### src/design/jitp_pkg.sv
`timescale 1ns / 1ps
`default_nettype none

package jitp_pkg;

    // Sizes and limits
    localparam int MAX_PAYLOAD = 8192;
    localparam int DIM_MAX     = 4096;
    localparam int KEY_LEN     = 11;
    localparam int CNT_W       = $clog2(MAX_PAYLOAD + 1);
    localparam int DIM_W       = 13;
    localparam int IDX_W       = 12;
    localparam int MAG_W       = 32;
    localparam int ACC_W       = MAG_W + 4;

    // Configuration register indexes
    localparam logic [1:0] CFG_NUM_PLANES = 2'd0;
    localparam logic [1:0] CFG_NUM_ROWS   = 2'd1;
    localparam logic [1:0] CFG_NUM_COLS   = 2'd2;

    // Status codes
    typedef logic [3:0] t_status;
    localparam t_status ST_OK       = 4'd0;
    localparam t_status ST_EMPTY    = 4'd1;
    localparam t_status ST_TOO_LONG = 4'd2;
    localparam t_status ST_NO_KEY   = 4'd3;
    localparam t_status ST_NO_COLON = 4'd4;
    localparam t_status ST_OPEN     = 4'd5;
    localparam t_status ST_NUMBER   = 4'd6;
    localparam t_status ST_COMMA    = 4'd7;
    localparam t_status ST_CLOSE    = 4'd8;

    // Result kinds
    localparam logic KIND_VALUE  = 1'b0;
    localparam logic KIND_STATUS = 1'b1;

    // Parser phases
    typedef enum logic [3:0] {
        PH_KEY,
        PH_COLON,
        PH_OPEN_TOP,
        PH_OPEN_PLANE,
        PH_OPEN_ROW,
        PH_NUM_START,
        PH_NUM_SIGN,
        PH_NUM_DIGITS,
        PH_AFTER_ROW,
        PH_AFTER_PLANE,
        PH_DONE,
        PH_ERR
    } t_phase;

    // Input beat
    typedef struct packed {
        logic [7:0] byte_req;
        logic       is_end;
    } t_in;

    // Result beat
    typedef struct packed {
        logic              kind;
        logic signed [7:0] value;
        logic [IDX_W-1:0]  plane_index;
        logic [IDX_W-1:0]  row_index;
        logic [IDX_W-1:0]  col_index;
        t_status           status;
    } t_out;

    // Clamp a size register to 1..DIM_MAX
    function automatic logic [DIM_W-1:0] dim_of(input logic [DIM_W-1:0] r);
        logic [DIM_W-1:0] d;
        begin
            if (r == '0) begin
                d = DIM_W'(1);
            end else if (r > DIM_W'(DIM_MAX)) begin
                d = DIM_W'(DIM_MAX);
            end else begin
                d = r;
            end
            return d;
        end
    endfunction

    function automatic logic is_ws(input logic [7:0] c);
        return (c == 8'h20) || (c == 8'h0A) || (c == 8'h0D) || (c == 8'h09) ||
               (c == 8'h0B) || (c == 8'h0C);
    endfunction

    function automatic logic is_digit(input logic [7:0] c);
        return (c >= 8'h30) && (c <= 8'h39);
    endfunction

    // Characters of the quoted key, quotes included
    function automatic logic [7:0] key_char(input logic [3:0] pos);
        logic [7:0] k;
        begin
            unique case (pos)
                4'd0:    k = 8'h22;
                4'd1:    k = 8'h69;
                4'd2:    k = 8'h6E;
                4'd3:    k = 8'h74;
                4'd4:    k = 8'h5F;
                4'd5:    k = 8'h76;
                4'd6:    k = 8'h61;
                4'd7:    k = 8'h6C;
                4'd8:    k = 8'h75;
                4'd9:    k = 8'h65;
                4'd10:   k = 8'h22;
                default: k = 8'h00;
            endcase
            return k;
        end
    endfunction

endpackage

`default_nettype wire

### src/design/json_int8_tensor_parser.sv
`timescale 1ns / 1ps
`default_nettype none

// Channel  Handshake                  Payload
// in       i_in_valid / o_in_ready    i_in  (byte_req, is_end)
// out      o_out_valid / i_out_ready  o_out (kind, value, indices, status)
// cfg      i_cfg_valid / o_cfg_ready  i_cfg_index, i_cfg_data
//
// One byte beat per cycle while o_in_ready is high; each beat updates the
// parser; its result, if any, is registered into the output or skid buffer.
// The output register plus a one-entry skid buffer decouple the two sides;
// input stalls only while the skid buffer holds a result.
// Synchronous active-low reset clears parser state; sizes reset to 1.
// Configuration writes are always taken.
module json_int8_tensor_parser (
    input  wire logic                       i_clk,
    input  wire logic                       i_rst_n,
    input  wire logic                       i_in_valid,
    output logic                            o_in_ready,
    input  wire jitp_pkg::t_in              i_in,
    output logic                            o_out_valid,
    input  wire logic                       i_out_ready,
    output jitp_pkg::t_out                  o_out,
    input  wire logic                       i_cfg_valid,
    output logic                            o_cfg_ready,
    input  wire logic [1:0]                 i_cfg_index,
    input  wire logic [jitp_pkg::DIM_W-1:0] i_cfg_data
);
    import jitp_pkg::*;

    logic [DIM_W-1:0] r_num_planes;
    logic [DIM_W-1:0] r_num_rows;
    logic [DIM_W-1:0] r_num_cols;

    logic  in_accept;
    logic  res_valid;
    t_out  res;

    logic  r_out_valid;
    t_out  r_out;
    logic  r_skid_valid;
    t_out  r_skid;

    assign o_cfg_ready = 1'b1;
    assign o_in_ready  = !r_skid_valid;
    assign in_accept   = i_in_valid && o_in_ready;
    assign o_out_valid = r_out_valid;
    assign o_out       = r_out;

    // Size registers
    always_ff @(posedge i_clk) begin
        if (!i_rst_n) begin
            r_num_planes <= DIM_W'(1);
            r_num_rows   <= DIM_W'(1);
            r_num_cols   <= DIM_W'(1);
        end else if (i_cfg_valid) begin
            unique case (i_cfg_index)
                CFG_NUM_PLANES: r_num_planes <= i_cfg_data;
                CFG_NUM_ROWS:   r_num_rows   <= i_cfg_data;
                CFG_NUM_COLS:   r_num_cols   <= i_cfg_data;
                default:        r_num_cols   <= r_num_cols;
            endcase
        end
    end

    jitp_core u_core (
        .i_clk        (i_clk),
        .i_rst_n      (i_rst_n),
        .i_accept     (in_accept),
        .i_beat       (i_in),
        .i_num_planes (r_num_planes),
        .i_num_rows   (r_num_rows),
        .i_num_cols   (r_num_cols),
        .o_res_valid  (res_valid),
        .o_res        (res)
    );

    // Output register with skid buffer
    always_ff @(posedge i_clk) begin
        if (!i_rst_n) begin
            r_out_valid  <= 1'b0;
            r_skid_valid <= 1'b0;
        end else if (r_out_valid && i_out_ready) begin
            if (r_skid_valid) begin
                r_out        <= r_skid;
                r_skid_valid <= 1'b0;
            end else if (in_accept && res_valid) begin
                r_out <= res;
            end else begin
                r_out_valid <= 1'b0;
            end
        end else if (!r_out_valid) begin
            if (in_accept && res_valid) begin
                r_out       <= res;
                r_out_valid <= 1'b1;
            end
        end else if (in_accept && res_valid) begin
            // Hold the new result while the output stalls
            r_skid       <= res;
            r_skid_valid <= 1'b1;
        end
    end

endmodule

`default_nettype wire

### src/design/jitp_core.sv
`timescale 1ns / 1ps
`default_nettype none

module jitp_core (
    input  wire logic                       i_clk,
    input  wire logic                       i_rst_n,
    input  wire logic                       i_accept,
    input  wire jitp_pkg::t_in              i_beat,
    input  wire logic [jitp_pkg::DIM_W-1:0] i_num_planes,
    input  wire logic [jitp_pkg::DIM_W-1:0] i_num_rows,
    input  wire logic [jitp_pkg::DIM_W-1:0] i_num_cols,
    output logic                            o_res_valid,
    output jitp_pkg::t_out                  o_res
);
    import jitp_pkg::*;

    t_phase            r_phase,    n_phase;
    logic [3:0]        r_key_pos,  n_key_pos;
    logic [IDX_W-1:0]  r_plane,    n_plane;
    logic [IDX_W-1:0]  r_row,      n_row;
    logic [IDX_W-1:0]  r_col,      n_col;
    logic [MAG_W-1:0]  r_mag,      n_mag;
    logic              r_neg,      n_neg;
    logic [CNT_W-1:0]  r_bytes,    n_bytes;
    t_status           r_err,      n_err;

    logic [7:0]        c;
    logic [3:0]        digit;
    logic [ACC_W-1:0]  acc;
    logic [ACC_W-1:0]  limit;
    logic              col_last;
    logic              row_last;
    logic              plane_last;
    t_status           end_err;

    assign c     = i_beat.byte_req;
    assign digit = c[3:0];

    // Multiply-add by ten for the next digit
    assign acc   = {r_mag, 3'b000} + {2'b00, r_mag, 1'b0} + ACC_W'(digit);
    assign limit = r_neg ? ACC_W'(64'd2147483648) : ACC_W'(64'd2147483647);

    // Last element at each nesting level
    assign col_last   = ({1'b0, r_col} + DIM_W'(1))   >= dim_of(i_num_cols);
    assign row_last   = ({1'b0, r_row} + DIM_W'(1))   >= dim_of(i_num_rows);
    assign plane_last = ({1'b0, r_plane} + DIM_W'(1)) >= dim_of(i_num_planes);

    // Error of whatever is expected next
    always_comb begin
        unique case (r_phase)
            PH_KEY:                                 end_err = ST_NO_KEY;
            PH_COLON:                               end_err = ST_NO_COLON;
            PH_OPEN_TOP, PH_OPEN_PLANE, PH_OPEN_ROW: end_err = ST_OPEN;
            PH_NUM_START, PH_NUM_SIGN:              end_err = ST_NUMBER;
            PH_NUM_DIGITS:  end_err = col_last   ? ST_CLOSE : ST_COMMA;
            PH_AFTER_ROW:   end_err = row_last   ? ST_CLOSE : ST_COMMA;
            PH_AFTER_PLANE: end_err = plane_last ? ST_CLOSE : ST_COMMA;
            PH_ERR:                                 end_err = r_err;
            default:                                end_err = ST_OK;
        endcase
    end

    // Next state and result for one beat
    always_comb begin
        n_phase   = r_phase;
        n_key_pos = r_key_pos;
        n_plane   = r_plane;
        n_row     = r_row;
        n_col     = r_col;
        n_mag     = r_mag;
        n_neg     = r_neg;
        n_bytes   = r_bytes;
        n_err     = r_err;
        o_res_valid = 1'b0;
        o_res       = '0;

        if (i_beat.is_end) begin
            o_res_valid  = 1'b1;
            o_res.kind   = KIND_STATUS;
            if (r_bytes == '0) begin
                o_res.status = ST_EMPTY;
            end else if (r_bytes >= CNT_W'(MAX_PAYLOAD)) begin
                o_res.status = ST_TOO_LONG;
            end else begin
                o_res.status = end_err;
            end
            // Start the next file from scratch
            n_phase   = PH_KEY;
            n_key_pos = '0;
            n_plane   = '0;
            n_row     = '0;
            n_col     = '0;
            n_mag     = '0;
            n_neg     = 1'b0;
            n_bytes   = '0;
            n_err     = ST_OK;
        end else if (!is_ws(c) && (r_bytes < CNT_W'(MAX_PAYLOAD))) begin
            if (r_bytes >= CNT_W'(MAX_PAYLOAD - 1)) begin
                n_bytes = CNT_W'(MAX_PAYLOAD);
            end else begin
                n_bytes = r_bytes + CNT_W'(1);
                if ((r_phase != PH_DONE) && (r_phase != PH_ERR)) begin
                    if (c == 8'h00) begin
                        // Zero byte ends the text
                        n_err   = end_err;
                        n_phase = PH_ERR;
                    end else begin
                        unique case (r_phase)
                            PH_KEY: begin
                                if (c == key_char(r_key_pos)) begin
                                    n_key_pos = r_key_pos + 4'd1;
                                    if (r_key_pos == 4'(KEY_LEN - 1)) begin
                                        n_phase = PH_COLON;
                                    end
                                end else begin
                                    n_key_pos = (c == 8'h22) ? 4'd1 : 4'd0;
                                end
                            end
                            PH_COLON: begin
                                if (c == 8'h3A) begin
                                    n_phase = PH_OPEN_TOP;
                                end else begin
                                    n_err = ST_NO_COLON; n_phase = PH_ERR;
                                end
                            end
                            PH_OPEN_TOP, PH_OPEN_PLANE, PH_OPEN_ROW: begin
                                if (c == 8'h5B) begin
                                    n_phase = (r_phase == PH_OPEN_TOP)   ? PH_OPEN_PLANE :
                                              (r_phase == PH_OPEN_PLANE) ? PH_OPEN_ROW :
                                                                           PH_NUM_START;
                                end else begin
                                    n_err = ST_OPEN; n_phase = PH_ERR;
                                end
                            end
                            PH_NUM_START: begin
                                n_mag = '0;
                                n_neg = (c == 8'h2D);
                                if ((c == 8'h2D) || (c == 8'h2B)) begin
                                    n_phase = PH_NUM_SIGN;
                                end else if (is_digit(c)) begin
                                    n_mag   = MAG_W'(digit);
                                    n_phase = PH_NUM_DIGITS;
                                end else begin
                                    n_err = ST_NUMBER; n_phase = PH_ERR;
                                end
                            end
                            PH_NUM_SIGN: begin
                                if (is_digit(c)) begin
                                    n_mag   = MAG_W'(digit);
                                    n_phase = PH_NUM_DIGITS;
                                end else begin
                                    n_err = ST_NUMBER; n_phase = PH_ERR;
                                end
                            end
                            PH_NUM_DIGITS: begin
                                if (is_digit(c)) begin
                                    n_mag = acc[MAG_W-1:0];
                                    if (acc > limit) begin
                                        n_err = ST_NUMBER; n_phase = PH_ERR;
                                    end
                                end else begin
                                    // Emit the finished number, then check separator
                                    o_res_valid       = 1'b1;
                                    o_res.kind        = KIND_VALUE;
                                    o_res.value       = r_neg ? -r_mag[7:0] : r_mag[7:0];
                                    o_res.plane_index = r_plane;
                                    o_res.row_index   = r_row;
                                    o_res.col_index   = r_col;
                                    if (!col_last) begin
                                        if (c == 8'h2C) begin
                                            n_col = r_col + IDX_W'(1); n_phase = PH_NUM_START;
                                        end else begin
                                            n_err = ST_COMMA; n_phase = PH_ERR;
                                        end
                                    end else if (c == 8'h5D) begin
                                        n_col = '0; n_phase = PH_AFTER_ROW;
                                    end else begin
                                        n_err = ST_CLOSE; n_phase = PH_ERR;
                                    end
                                end
                            end
                            PH_AFTER_ROW: begin
                                if (!row_last) begin
                                    if (c == 8'h2C) begin
                                        n_row = r_row + IDX_W'(1); n_phase = PH_OPEN_ROW;
                                    end else begin
                                        n_err = ST_COMMA; n_phase = PH_ERR;
                                    end
                                end else if (c == 8'h5D) begin
                                    n_row = '0; n_phase = PH_AFTER_PLANE;
                                end else begin
                                    n_err = ST_CLOSE; n_phase = PH_ERR;
                                end
                            end
                            PH_AFTER_PLANE: begin
                                if (!plane_last) begin
                                    if (c == 8'h2C) begin
                                        n_plane = r_plane + IDX_W'(1); n_phase = PH_OPEN_PLANE;
                                    end else begin
                                        n_err = ST_COMMA; n_phase = PH_ERR;
                                    end
                                end else if (c == 8'h5D) begin
                                    n_plane = '0; n_phase = PH_DONE;
                                end else begin
                                    n_err = ST_CLOSE; n_phase = PH_ERR;
                                end
                            end
                            default: begin
                                n_phase = r_phase;
                            end
                        endcase
                    end
                end
            end
        end
    end

    // Parser state registers, advanced once per accepted beat
    always_ff @(posedge i_clk) begin
        if (!i_rst_n) begin
            r_phase   <= PH_KEY;
            r_key_pos <= '0;
            r_plane   <= '0;
            r_row     <= '0;
            r_col     <= '0;
            r_mag     <= '0;
            r_neg     <= 1'b0;
            r_bytes   <= '0;
            r_err     <= ST_OK;
        end else if (i_accept) begin
            r_phase   <= n_phase;
            r_key_pos <= n_key_pos;
            r_plane   <= n_plane;
            r_row     <= n_row;
            r_col     <= n_col;
            r_mag     <= n_mag;
            r_neg     <= n_neg;
            r_bytes   <= n_bytes;
            r_err     <= n_err;
        end
    end

endmodule

`default_nettype wire

### config.mk
export PLATFORM = sky130hd
export DESIGN_NAME = json_int8_tensor_parser
export DESIGN_NICKNAME = d
export VERILOG_FILES = /design/src/design/jitp_pkg.sv /design/src/design/json_int8_tensor_parser.sv /design/src/design/jitp_core.sv
export SDC_FILE = /design/constraint.sdc
export NUM_CORES = 1
export LEC_CHECK = 0
export BUFFER_PORTS_ARGS = -buffer_cell sky130_fd_sc_hd__buf_4
export CAP_MARGIN = 30
export CORE_MARGIN = 2
export CORE_UTILIZATION = 50
export DETAILED_ROUTE_END_ITERATION = 10
export GPL_ROUTABILITY_DRIVEN = 0
export PLACE_DENSITY_LB_ADDON = 0.05
export SYNTH_ARGS = -nofsm -noshare
export SYNTH_HDL_FRONTEND = slang
export SYNTH_SLANG_ARGS = --single-unit
### constraint.sdc
create_clock -name i_clk -period 6.9 [get_ports i_clk]
set_input_delay 1.035 -clock i_clk [delete_from_list [all_inputs] [get_ports i_clk]]
set_output_delay 1.035 -clock i_clk [all_outputs]
set_load 0.02 [all_outputs]
==> metrics.md, run 1 <==
| Metric | Value |
|---|---|
| CTS tree | built |
| Setup violators final | 0 |
| Gr usage total | 24.9% |
| Initial Util | about half |
| Worst Slack Setup Final | roughly 0.96 ns |
| PD cells | 193 nW/um^2 |
| Endpoints failing hold | 0 |
| Layout cells sized above 1 | under 10% |
| Num rows | 64 |
| Filler cells | ~2800 |
| Hold_buf cts | 0 |
| Slowest cell on crit path | nor3_1 |
| Synth Register Bits | approximately 240 |
| Fin crit share | ~86% |
| Non-Filler Instances | 2291 |
| Drt total wl | 41700 microns |
| Tightest Hold Check Type | flop to flop |
| Finished layout cell area | 17500 sq um |
| Max FO, Critical Path | 13 |
| Pleak | 6.96 nW |
| Largest net degree at the start of global routing | 84 |
| Synth area leaders | edfxtp_1 (19%), dfxtp_1 (18%), ha_1 (12%) |
| GR Util met2 | between 30 and 40% |
| Nets | around 2100 |
| Slew Limit Fails | 0 |
| DRC viols | 0 |
| # clock sinks | about 240 |
| Area Overhead vs Synth | 11.5% |
| Run status | complete, no violations |
| Vias | around 14000 |
| Commonest non-fill, non-tap cell in the layout | nand2_1 |
| Post-route ant nets | 0 |
| # resized after CTS | 0 |
| # H-tree levels | 1 |
| Most common flop cell mapped by yosys | dfxtp_1 |
| Post-Syn Nets | roughly 2000 |
| Fin Clk Skew | approximately 0.022 ns |
| Vias in the first global route | approximately 13000 |
| Die ar. | 32900 sq um |
| Chip width | 181 microns |
| Commonest non-fill, non-tap cells in the layout | nand2_1 (291), a21oi_1 (149), ha_1 (146), dfxtp_1 (143), nor2_1 (133) |
| Met3 usage | 2.89% |
| Synth top area share | approximately a fifth |
| Slew HR | between 20% and 30% |
| DR iter-0 viols | 1202 |
| Worst skew pair latency | between 0.5 and 0.6 ns |
| Wire per inst | about 18 microns |
| Mean Syn Cell Area | around 8.6 sq um |
| Total CTS buffers | 28 |
| Ports | 81 |
| CP Launch Point | i_in[4] |
| Slew @ Worst Pin | about 1.1 ns |
| Post-synth EDFFs | roughly 100 |
| First-pass GRT wire length | a little under 70000 microns |
| Via density | between 5 and 6 |
| HP Start | r_num_cols[7] |
| Critical Path Max Stage Delay | about 0.62 ns |
| Placed inst area | 16600 sq um |
| Startpoint types | primary input |
| Die height | ~180 microns |
| Syn Inst Count | around 1800 |
| Synth Cell Area | ~16000 sq um |
| Multi-input gate area | between 9000 and 10000 sq um |
| Crit end category | flop |
| Gr ovfl total | 0 |
| Global route hottest layer | met1 |
| M1 GR Usage | 38.3% |
| VDD IR-drop max | around 0.18 mV |
| DP Wirelength | roughly 30000 microns |
| Register area share after synthesis | 36.9% |
| Reg clk slew, reported paths | 0.06 ns |
| RSZ-0062 raised after global routing | no |
| FF-to-FF setup slack | 1.12 ns |
| DR pass1 iterations | 7 |
| Placed cell count | about 2200 |
| FF-to-FF Start | u_core.r_mag[0] |
| Postcts setup bufs | 0 |
| Yosys warnings | 0 |
| Delay-heaviest family, CP | compound AO/OA/AOI/OAI gates |
| Worst Path Required | about 7.4 ns |
| WP buf/inv | 2 |
| Post-route setup TNS | 0 ns |
| Max cap viols | 0 |
| CTS Buffer Depth | 3 |
| Max frequency | between 0.15 and 0.2 GHz |
| IO buf count | just under 80 |
| Post-synth top area cell | edfxtp_1 |
| Register area | approximately 5800 sq um |
| Critical-path cell list | buf_4, fa_1, ha_1, a211oi_1, nor2_1, o21ai_0, o31ai_1, a41oi_1, o21bai_1, a21boi_0, xnor2_1, ha_1, nand4_1, nor3_1, o41a_1, o21ai_0, o2111ai_1, a221oi_1, buf_4, nor3_1, mux2i_1 |
| CTS root buffer | clkbuf_16 |
| Core area | about 31000 sq um |
| WP data arrival | about 6.4 ns |
| Post-synth cell types | between 80 and 90 |
| Initial antenna violation count | 1 |
| Inserted Diodes | 0 |
| Post-synth ARST share | 0% |
| Setup slack at placement | 0.508 ns |
| Finished Core Util | between 50% and 60% |
| Fin crit period | between 5 and 6 ns |
| Crit Path Class | primary input to flop |
[through the flow]
step                hold WS (ns)  total power, mW
floorplan                  0.441             1.78
global placement           0.463             1.89
detailed placement         0.467             1.89
CTS                        0.476             3.40
global route               0.498             3.50
finish                     0.474             3.38
[worst min-delay path, delay by kind of cell, from the launching register on]
family             cells  cell delay, ns
AOI/OAI and AO/OA      1            0.05
and+or+nand+nor        1            0.06
DFF                    1            0.32
[path summary, 6_finish.rpt]
kind                            end  cells past startpoint
setup / recovery  u_core.r_phase[0]                     21
hold / removal        r_num_cols[7]                      2
setup reg to reg  u_core.r_phase[0]                     20
hold reg to reg       r_num_cols[7]                      2
[layer usage]
layer  share of wire [%]  up-vias
met5                   0        -
met4                 1.3        0
met3                 6.0       49
met2                  43      416
met1                  50     6425
li1                    -     6764
[kinds of logic (layout without fill, tap and decap cells)]
family          count (synthesis)  count (layout)  share of synthesized area (%)
xor+xnor                       79              79                           4.40
simple gates                  724             724                           21.5
compound gates                458             458                           18.2
fa+ha+maj                     148             148                           11.9
buf+inv                       134             189                           3.62
other cells                     1               1                         0.0238
mux                            55              55                           3.51
flops                         241             241                           36.9
[cell type report]
class	instances	area share, %
sequential	241	33.1
clock inverter	20	1.28
inverter	38	0.813
timing repair buffer	99	4.35
tap	396	2.82
multi-input combinational	1465	53.6
clock buffer	32	4.08
[sequential cells by signal, summed over array words and instances (netlist names), 12 cells and up, named ones only]
register,count
o_out,49
r_skid,49
u_core.r_mag,32
u_core.r_bytes,14
r_num_cols,13
r_num_planes,13
r_num_rows,13
u_core.r_col,12
u_core.r_plane,12
u_core.r_row,12
[report_power, final]
| part | switching [mW] | internal (mW) | total [mW] | leakage [nW] |
|---|---|---|---|---|
| clock | 0.618 | 0.894 | 1.51 | 0.441 |
| combinational | 0.196 | 0.117 | 0.313 | 4.51 |
| sequential | 0.0316 | 1.52 | 1.55 | 2.00 |
[Yosys cell counts, drive strengths merged, types with 11 or more instances]
library cell / number
xnor2: 38
buf: 20
mux2i: 53
ha: 146
a22oi: 22
a31oi: 12
nor4: 15
a221oi: 12
a21o: 19
nand2: 293
o31ai: 11
dfxtp: 143
edfxtp: 98
a21oi: 151
and2: 53
nand3: 74
a211oi: 22
nor2b: 12
o21ai: 119
xor2: 41
o21a: 19
and3: 23
nor3: 42
clkbuf: 75
nor2: 135
nand4: 31
inv: 36
No activity file was read; power rests on OpenSTA's default activity.
==> run 2: changes to the inputs <==
- CTS_CLUSTER_DIAMETER: unset -> 120
- clock period: 6.9 -> 6.25 ns (I/O delays scaled with it)
==> run 2 against run 1 <==
Compared with the run above: critical path depth is 1 higher; global-route usage is 0.20 points higher; first-iteration DRC count is 13% lower; total power is 8.9% higher; clock power is 7% higher; utilization hardly changed; sequential power is 10% higher; routed wire length is 0.44% higher; non-clock buffer count is 8 higher; largest cell class unchanged.
==> metrics.md, run 2 (synthesized netlist as in run 1, its figures left out) <==
| Metric | Value |
|---|---|
| Gr ovfl total | 0 |
| Inserted Diodes | 0 |
| Hold_buf cts | 0 |
| Post-route setup TNS | 0 ns |
| VDD IR-drop max | roughly 0.19 mV |
| Largest net degree at the start of global routing | 84 |
| Worst skew pair latency | 0.56 ns |
| CTS Buffer Depth | 3 |
| Via density | 5.93 |
| Postcts setup bufs | 0 |
| Initial Util | around half |
| Post-route ant nets | 0 |
| Vias | approximately 14000 |
| # resized after CTS | 0 |
| Slew Limit Fails | 0 |
| Max cap viols | 0 |
| Reg power frac | 46.6% |
| Worst Path Required | between 6 and 7 ns |
| Combinational share of power | about a tenth |
| Ports | 81 |
| Crit Path Class | primary input to flop |
| Pleak | ~7 nW |
| IO buf count | just under 80 |
| Fin Clk Skew | about 0.013 ns |
| Total CTS buffers | 27 |
| Wire per inst | 18.2 microns |
| Vias in the first global route | 12800 |
| Slew HR | ~25% |
| Die ar. | around 33000 sq um |
| WHS Endpoint | r_num_cols[4] |
| Finished Core Util | between 50% and 60% |
| HP Start | r_num_cols[4] |
| RSZ-0062 raised after global routing | no |
| DRC viols | 0 |
| Commonest non-fill, non-tap cells in the layout | nand2_1 (291), a21oi_1 (149), ha_1 (146), dfxtp_1 (143), nor2_1 (133) |
| CTS root buffer | clkbuf_16 |
| Drt total wl | approximately 42000 microns |
| Fin crit share | between 90% and 100% |
| FF-to-FF setup slack | around 0.44 ns |
| Run status | complete, no violations |
| Initial antenna violation count | 1 |
| Clock group share of total power | between 40% and 50% |
| # clock sinks | roughly 240 |
| Int Pwr | 2.74 mW |
| DR iter-0 viols | 1048 |
| Nets | between 2000 and 2500 |
| Reg clk slew, reported paths | ~0.06 ns |
| Fin crit period | around 6 ns |
| First-pass GRT wire length | between 60000 and 70000 microns |
| Tightest Hold Check Type | flop to flop |
| Crit end category | flop |
| DR pass1 iterations | 5 |
| Die height | about 180 microns |
| Commonest non-fill, non-tap cell in the layout | nand2_1 |
| PD cells | around 210 nW/um^2 |
| R2R Path End | u_core.r_phase[2] |
| DP Wirelength | about 31000 microns |
| Hold path cells | 2 |
| # H-tree levels | 1 |
| Gr usage total | between 20% and 30% |
| Endpoints failing hold | 0 |
| R2R depth | 21 |
| Core area | 30800 sq um |
| FF-to-FF Start | u_core.r_mag[2] |
| Max frequency | 0.172 GHz |
| NetSw | 936 uW |
| Layout cells sized above 1 | under 10% |
| Startpoint types | primary input |
| Switching power share of the total | 25.4% |
| CTS tree | built |
| WP data arrival | between 6 and 7 ns |
| Chip width | 181 microns |
| Setup violators final | 0 |
| Num rows | 64 |
| Area Overhead vs Synth | 11.6% |
| Slew @ Worst Pin | between 1 and 1.5 ns |
| Max FO, Critical Path | 4 |
run 2: cell types whose count changed in the layout (fill, tap and decap cells not counted), moves of 2 or more:
| cell | delta |
|---|---|
| inv_6 | +2 |
| clkinvlp_2 | -2 |
| clkbuf_1 | -2 |
| buf_4 | +8 |
| clkinvlp_4 | -2 |
| clkinv_2 | +3 |
run 2: per-layer routing:
layer	GRT usage (%)	up-vias	share of wire, %
met4	4.78	0	1.4
met3	3.51	52	6.7
met1	37.8	6375	49
met2	38.4	399	43
met5	0	-	0
li1	-	6788	-
run 2: worst max-delay path, cell delays in order:
cell	delay, ns
buf_4	0.13
fa_1	0.52
ha_1	0.32
a211oi_1	0.07
nor2_1	0.16
o21ai_0	0.16
o31ai_1	0.45
a41oi_1	0.24
o21bai_1	0.38
a21oi_1	0.22
xnor2_1	0.18
ha_1	0.34
a21oi_1	0.18
o21ai_0	0.16
a2111oi_0	0.42
o21ai_0	0.14
o21ai_0	0.25
o2111ai_1	0.16
a221oi_1	0.34
buf_4	0.19
nor3_1	0.11
mux2i_1	0.17
run 2: cell type report:
type / count / area [sq um]
fillers: 2763 / 13300
multi-input cells: 1465 / 9400
flip-flops and latches: 241 / 5810
repair buffers: 107 / 823
clock buffers: 30 / 697
well taps: 396 / 495
clock inverters: 20 / 196
inverters: 38 / 143
run 2: stage by stage:
stage | instances | instance area [sq um] | worst slack, ns | hold slack (ns) | power (mW)
after CTS | 2297 | 17600 | 0.599 | 0.473 | 3.71
after detailed placement | 2247 | 16700 | 0.0499 | 0.465 | 2.09
final | 2297 | 17600 | 0.422 | 0.472 | 3.68
after global routing | 2297 | 17600 | 0.0665 | 0.496 | 3.81
after floorplan | 1840 | 15700 | 0.763 | 0.441 | 1.96
after global placement | 2245 | 16600 | 0.274 | 0.463 | 2.09
run 2: worst max path at each step:
| stage | startpoint | end |
|---|---|---|
| finish | i_in[4] | u_core.r_phase[2] |
| global route | u_core.r_mag[2] | u_core.r_phase[2] |
| floorplan | i_in[4] | u_core.r_phase[0] |
| detailed placement | i_in[4] | u_core.r_err[1] |
| CTS | i_in[4] | u_core.r_err[1] |
| global placement | i_in[4] | u_core.r_err[3] |
run 2: power groups by stage:
stage | logic [mW] | registers [mW] | clock network, mW
final | 0.349 | 1.71 | 1.62
after floorplan | 0.195 | 1.77 | 0
after global routing | 0.383 | 1.72 | 1.71
after global placement | 0.340 | 1.75 | 0
after detailed placement | 0.349 | 1.75 | 0
after CTS | 0.349 | 1.71 | 1.65
==> run 3: changes to the inputs <==
- CORE_MARGIN: 2 -> 3
==> run 3 against run 2 <==
Compared with the run above: non-clock buffer count rose by 1; largest cell class unchanged; total power rose by 2.7%; combinational power barely moved; worst setup slack improved by 0.15 ns; routed wire length rose by 0.90%; design area rose by 0.58%.
==> metrics.md, run 3 (synthesized netlist as in run 1, its figures left out) <==
| Metric | Value |
|---|---|
| FF-to-FF Start | u_core.r_mag[2] |
| # resized after CTS | 0 |
| DP Wirelength | 30900 microns |
| WP buf/inv | 2 |
| Wire per inst | around 18 microns |
| Hold WS | between 0.4 and 0.5 ns |
| Critical Path Max Stage Delay | between 0.5 and 0.6 ns |
| Nets | just over 2000 |
| Vias | between 10000 and 15000 |
| Pwr Total | about 3.8 mW |
| Fin crit share | slightly above 90% |
| WP data arrival | ~6.1 ns |
| R2R Path End | u_core.r_err[0] |
| Max cap viols | 0 |
| Fin Clk Skew | roughly 0.017 ns |
| Pleak | 7.03 nW |
| Fin crit period | around 5.7 ns |
| Hold path cells | 2 |
| Worst Path Required | between 6 and 7 ns |
| Slew @ Worst Pin | roughly 1.0 ns |
| RSZ-0062 raised after global routing | no |
| Startpoint types | primary input |
| Reg clk slew, reported paths | about 0.070 ns |
| Vias in the first global route | approximately 13000 |
| Worst skew pair latency | ~0.56 ns |
| Placed cell count | 2246 |
| Layout cells sized above 1 | about a tenth |
| DR iter-0 viols | approximately 910 |
| PD cells | 214 nW/um^2 |
| Max FO, Critical Path | 4 |
| HP Start | r_num_cols[0] |
| Core area | about 30000 sq um |
| Chip width | ~180 microns |
| Postcts setup bufs | 0 |
| Non-Filler Instances | 2300 |
| IO buf count | 79 |
| Commonest non-fill, non-tap cell in the layout | nand2_1 |
| Area Overhead vs Synth | 12.2% |
| Ports | 81 |
| First-pass GRT wire length | 68500 microns |
| Post-route ant nets | 0 |
| Most used cell, CP | o21ai_0 |
| R2R depth | 21 |
| Largest net degree at the start of global routing | 84 |
| Crit Path Class | primary input to flop |
| CTS Buffer Depth | 3 |
| Gr usage total | between 20% and 30% |
| WHS Endpoint | r_num_cols[0] |
| Delay-heaviest family, CP | compound AO/OA/AOI/OAI gates |
| Max frequency | about 0.18 GHz |
| Inserted Diodes | 0 |
| Setup violators final | 0 |
| # clock sinks | 241 |
| Initial antenna violation count | 0 |
| CTS tree | built |
| Critical-path cell list | buf_4, fa_1, ha_1, a211oi_1, nor2_1, o21ai_0, o31ai_1, a41oi_1, o21bai_1, a21oi_1, xnor2_1, ha_1, a21oi_1, o21ai_0, a2111oi_0, o21ai_0, o21ai_0, o2111ai_1, a221oi_1, buf_4, nor3_1, mux2i_1 |
| Slew HR | about a third |
| Num rows | 64 |
| Finished Core Util | a little under three fifths |
| Die ar. | 33600 sq um |
| FF-to-FF setup slack | 0.58 ns |
| Hold_buf cts | 0 |
| CTS root buffer | clkbuf_16 |
| Die height | approximately 180 microns |
| DRC viols | 0 |
| Gr ovfl total | 0 |
| Tightest Hold Check Type | flop to flop |
| Slew Limit Fails | 0 |
| DR pass1 iterations | 5 |
| Initial Util | approximately 50% |
| Total CTS buffers | 28 |
| VDD IR-drop max | between 0.15 and 0.2 mV |
| Endpoints failing hold | 0 |
| Commonest non-fill, non-tap cells in the layout | nand2_1 (291), a21oi_1 (149), ha_1 (146), dfxtp_1 (143), nor2_1 (133) |
| # H-tree levels | 1 |
| Crit end category | flop |
| Via density | 6.00 |
| Post-route setup TNS | 0 ns |
| Drt total wl | 42200 microns |
| Run status | complete, no violations |
| Slowest cell on crit path | fa_1 |
## run 3: worst min-delay path: stages, from the launching register on
cell and delay (ns):
dfxtp_1 0.31, nand2_1 0.05, nand3_1 0.06
## run 3: worst max-delay path by stage
stage,from,to,slack [ns],cells after the start
global placement,i_in[4],u_core.r_err[3],0.28,22
CTS,u_core.r_mag[2],u_core.r_err[3],0.62,21
detailed placement,i_in[4],u_core.r_err[1],0.05,22
finish,i_in[4],u_core.r_err[0],0.58,22
global route,u_core.r_mag[2],u_core.r_err[3],0.13,20
floorplan,i_in[4],u_core.r_phase[0],0.76,20
## run 3: cell type report
cell class | count | area (sq um)
Sequential cell | 241 | 5810
Clock inverter | 15 | 156
Timing Repair Buffer | 108 | 835
Tap cell | 396 | 495
Inverter | 38 | 143
Multi-Input combinational cell | 1465 | 9400
Fill cell | 2827 | 13200
Clock buffer | 37 | 828
## run 3: report_power, final
group / internal, mW / total, mW / switching, mW / leakage [nW]
clock network: 1.02 / 1.72 / 0.695 / 0.474
registers: 1.68 / 1.71 / 0.0342 / 2.00
logic: 0.128 / 0.347 / 0.219 / 4.56
## run 3: metrics by stage
stage	cell area, sq um	worst slack [ns]
finish	17700	0.576
global route	17700	0.131
CTS	17600	0.619
detailed placement	16600	0.0479
global placement	16600	0.282
floorplan	15700	0.763
## run 3: layer usage
layer	global-route usage, %	vias to the layer above	part of all wire [%]
met5	0	-	0
met1	37.1	6546	50
li1	-	6799	-
met3	3.21	54	5.3
met2	37.4	390	43
met4	5.61	0	1.9
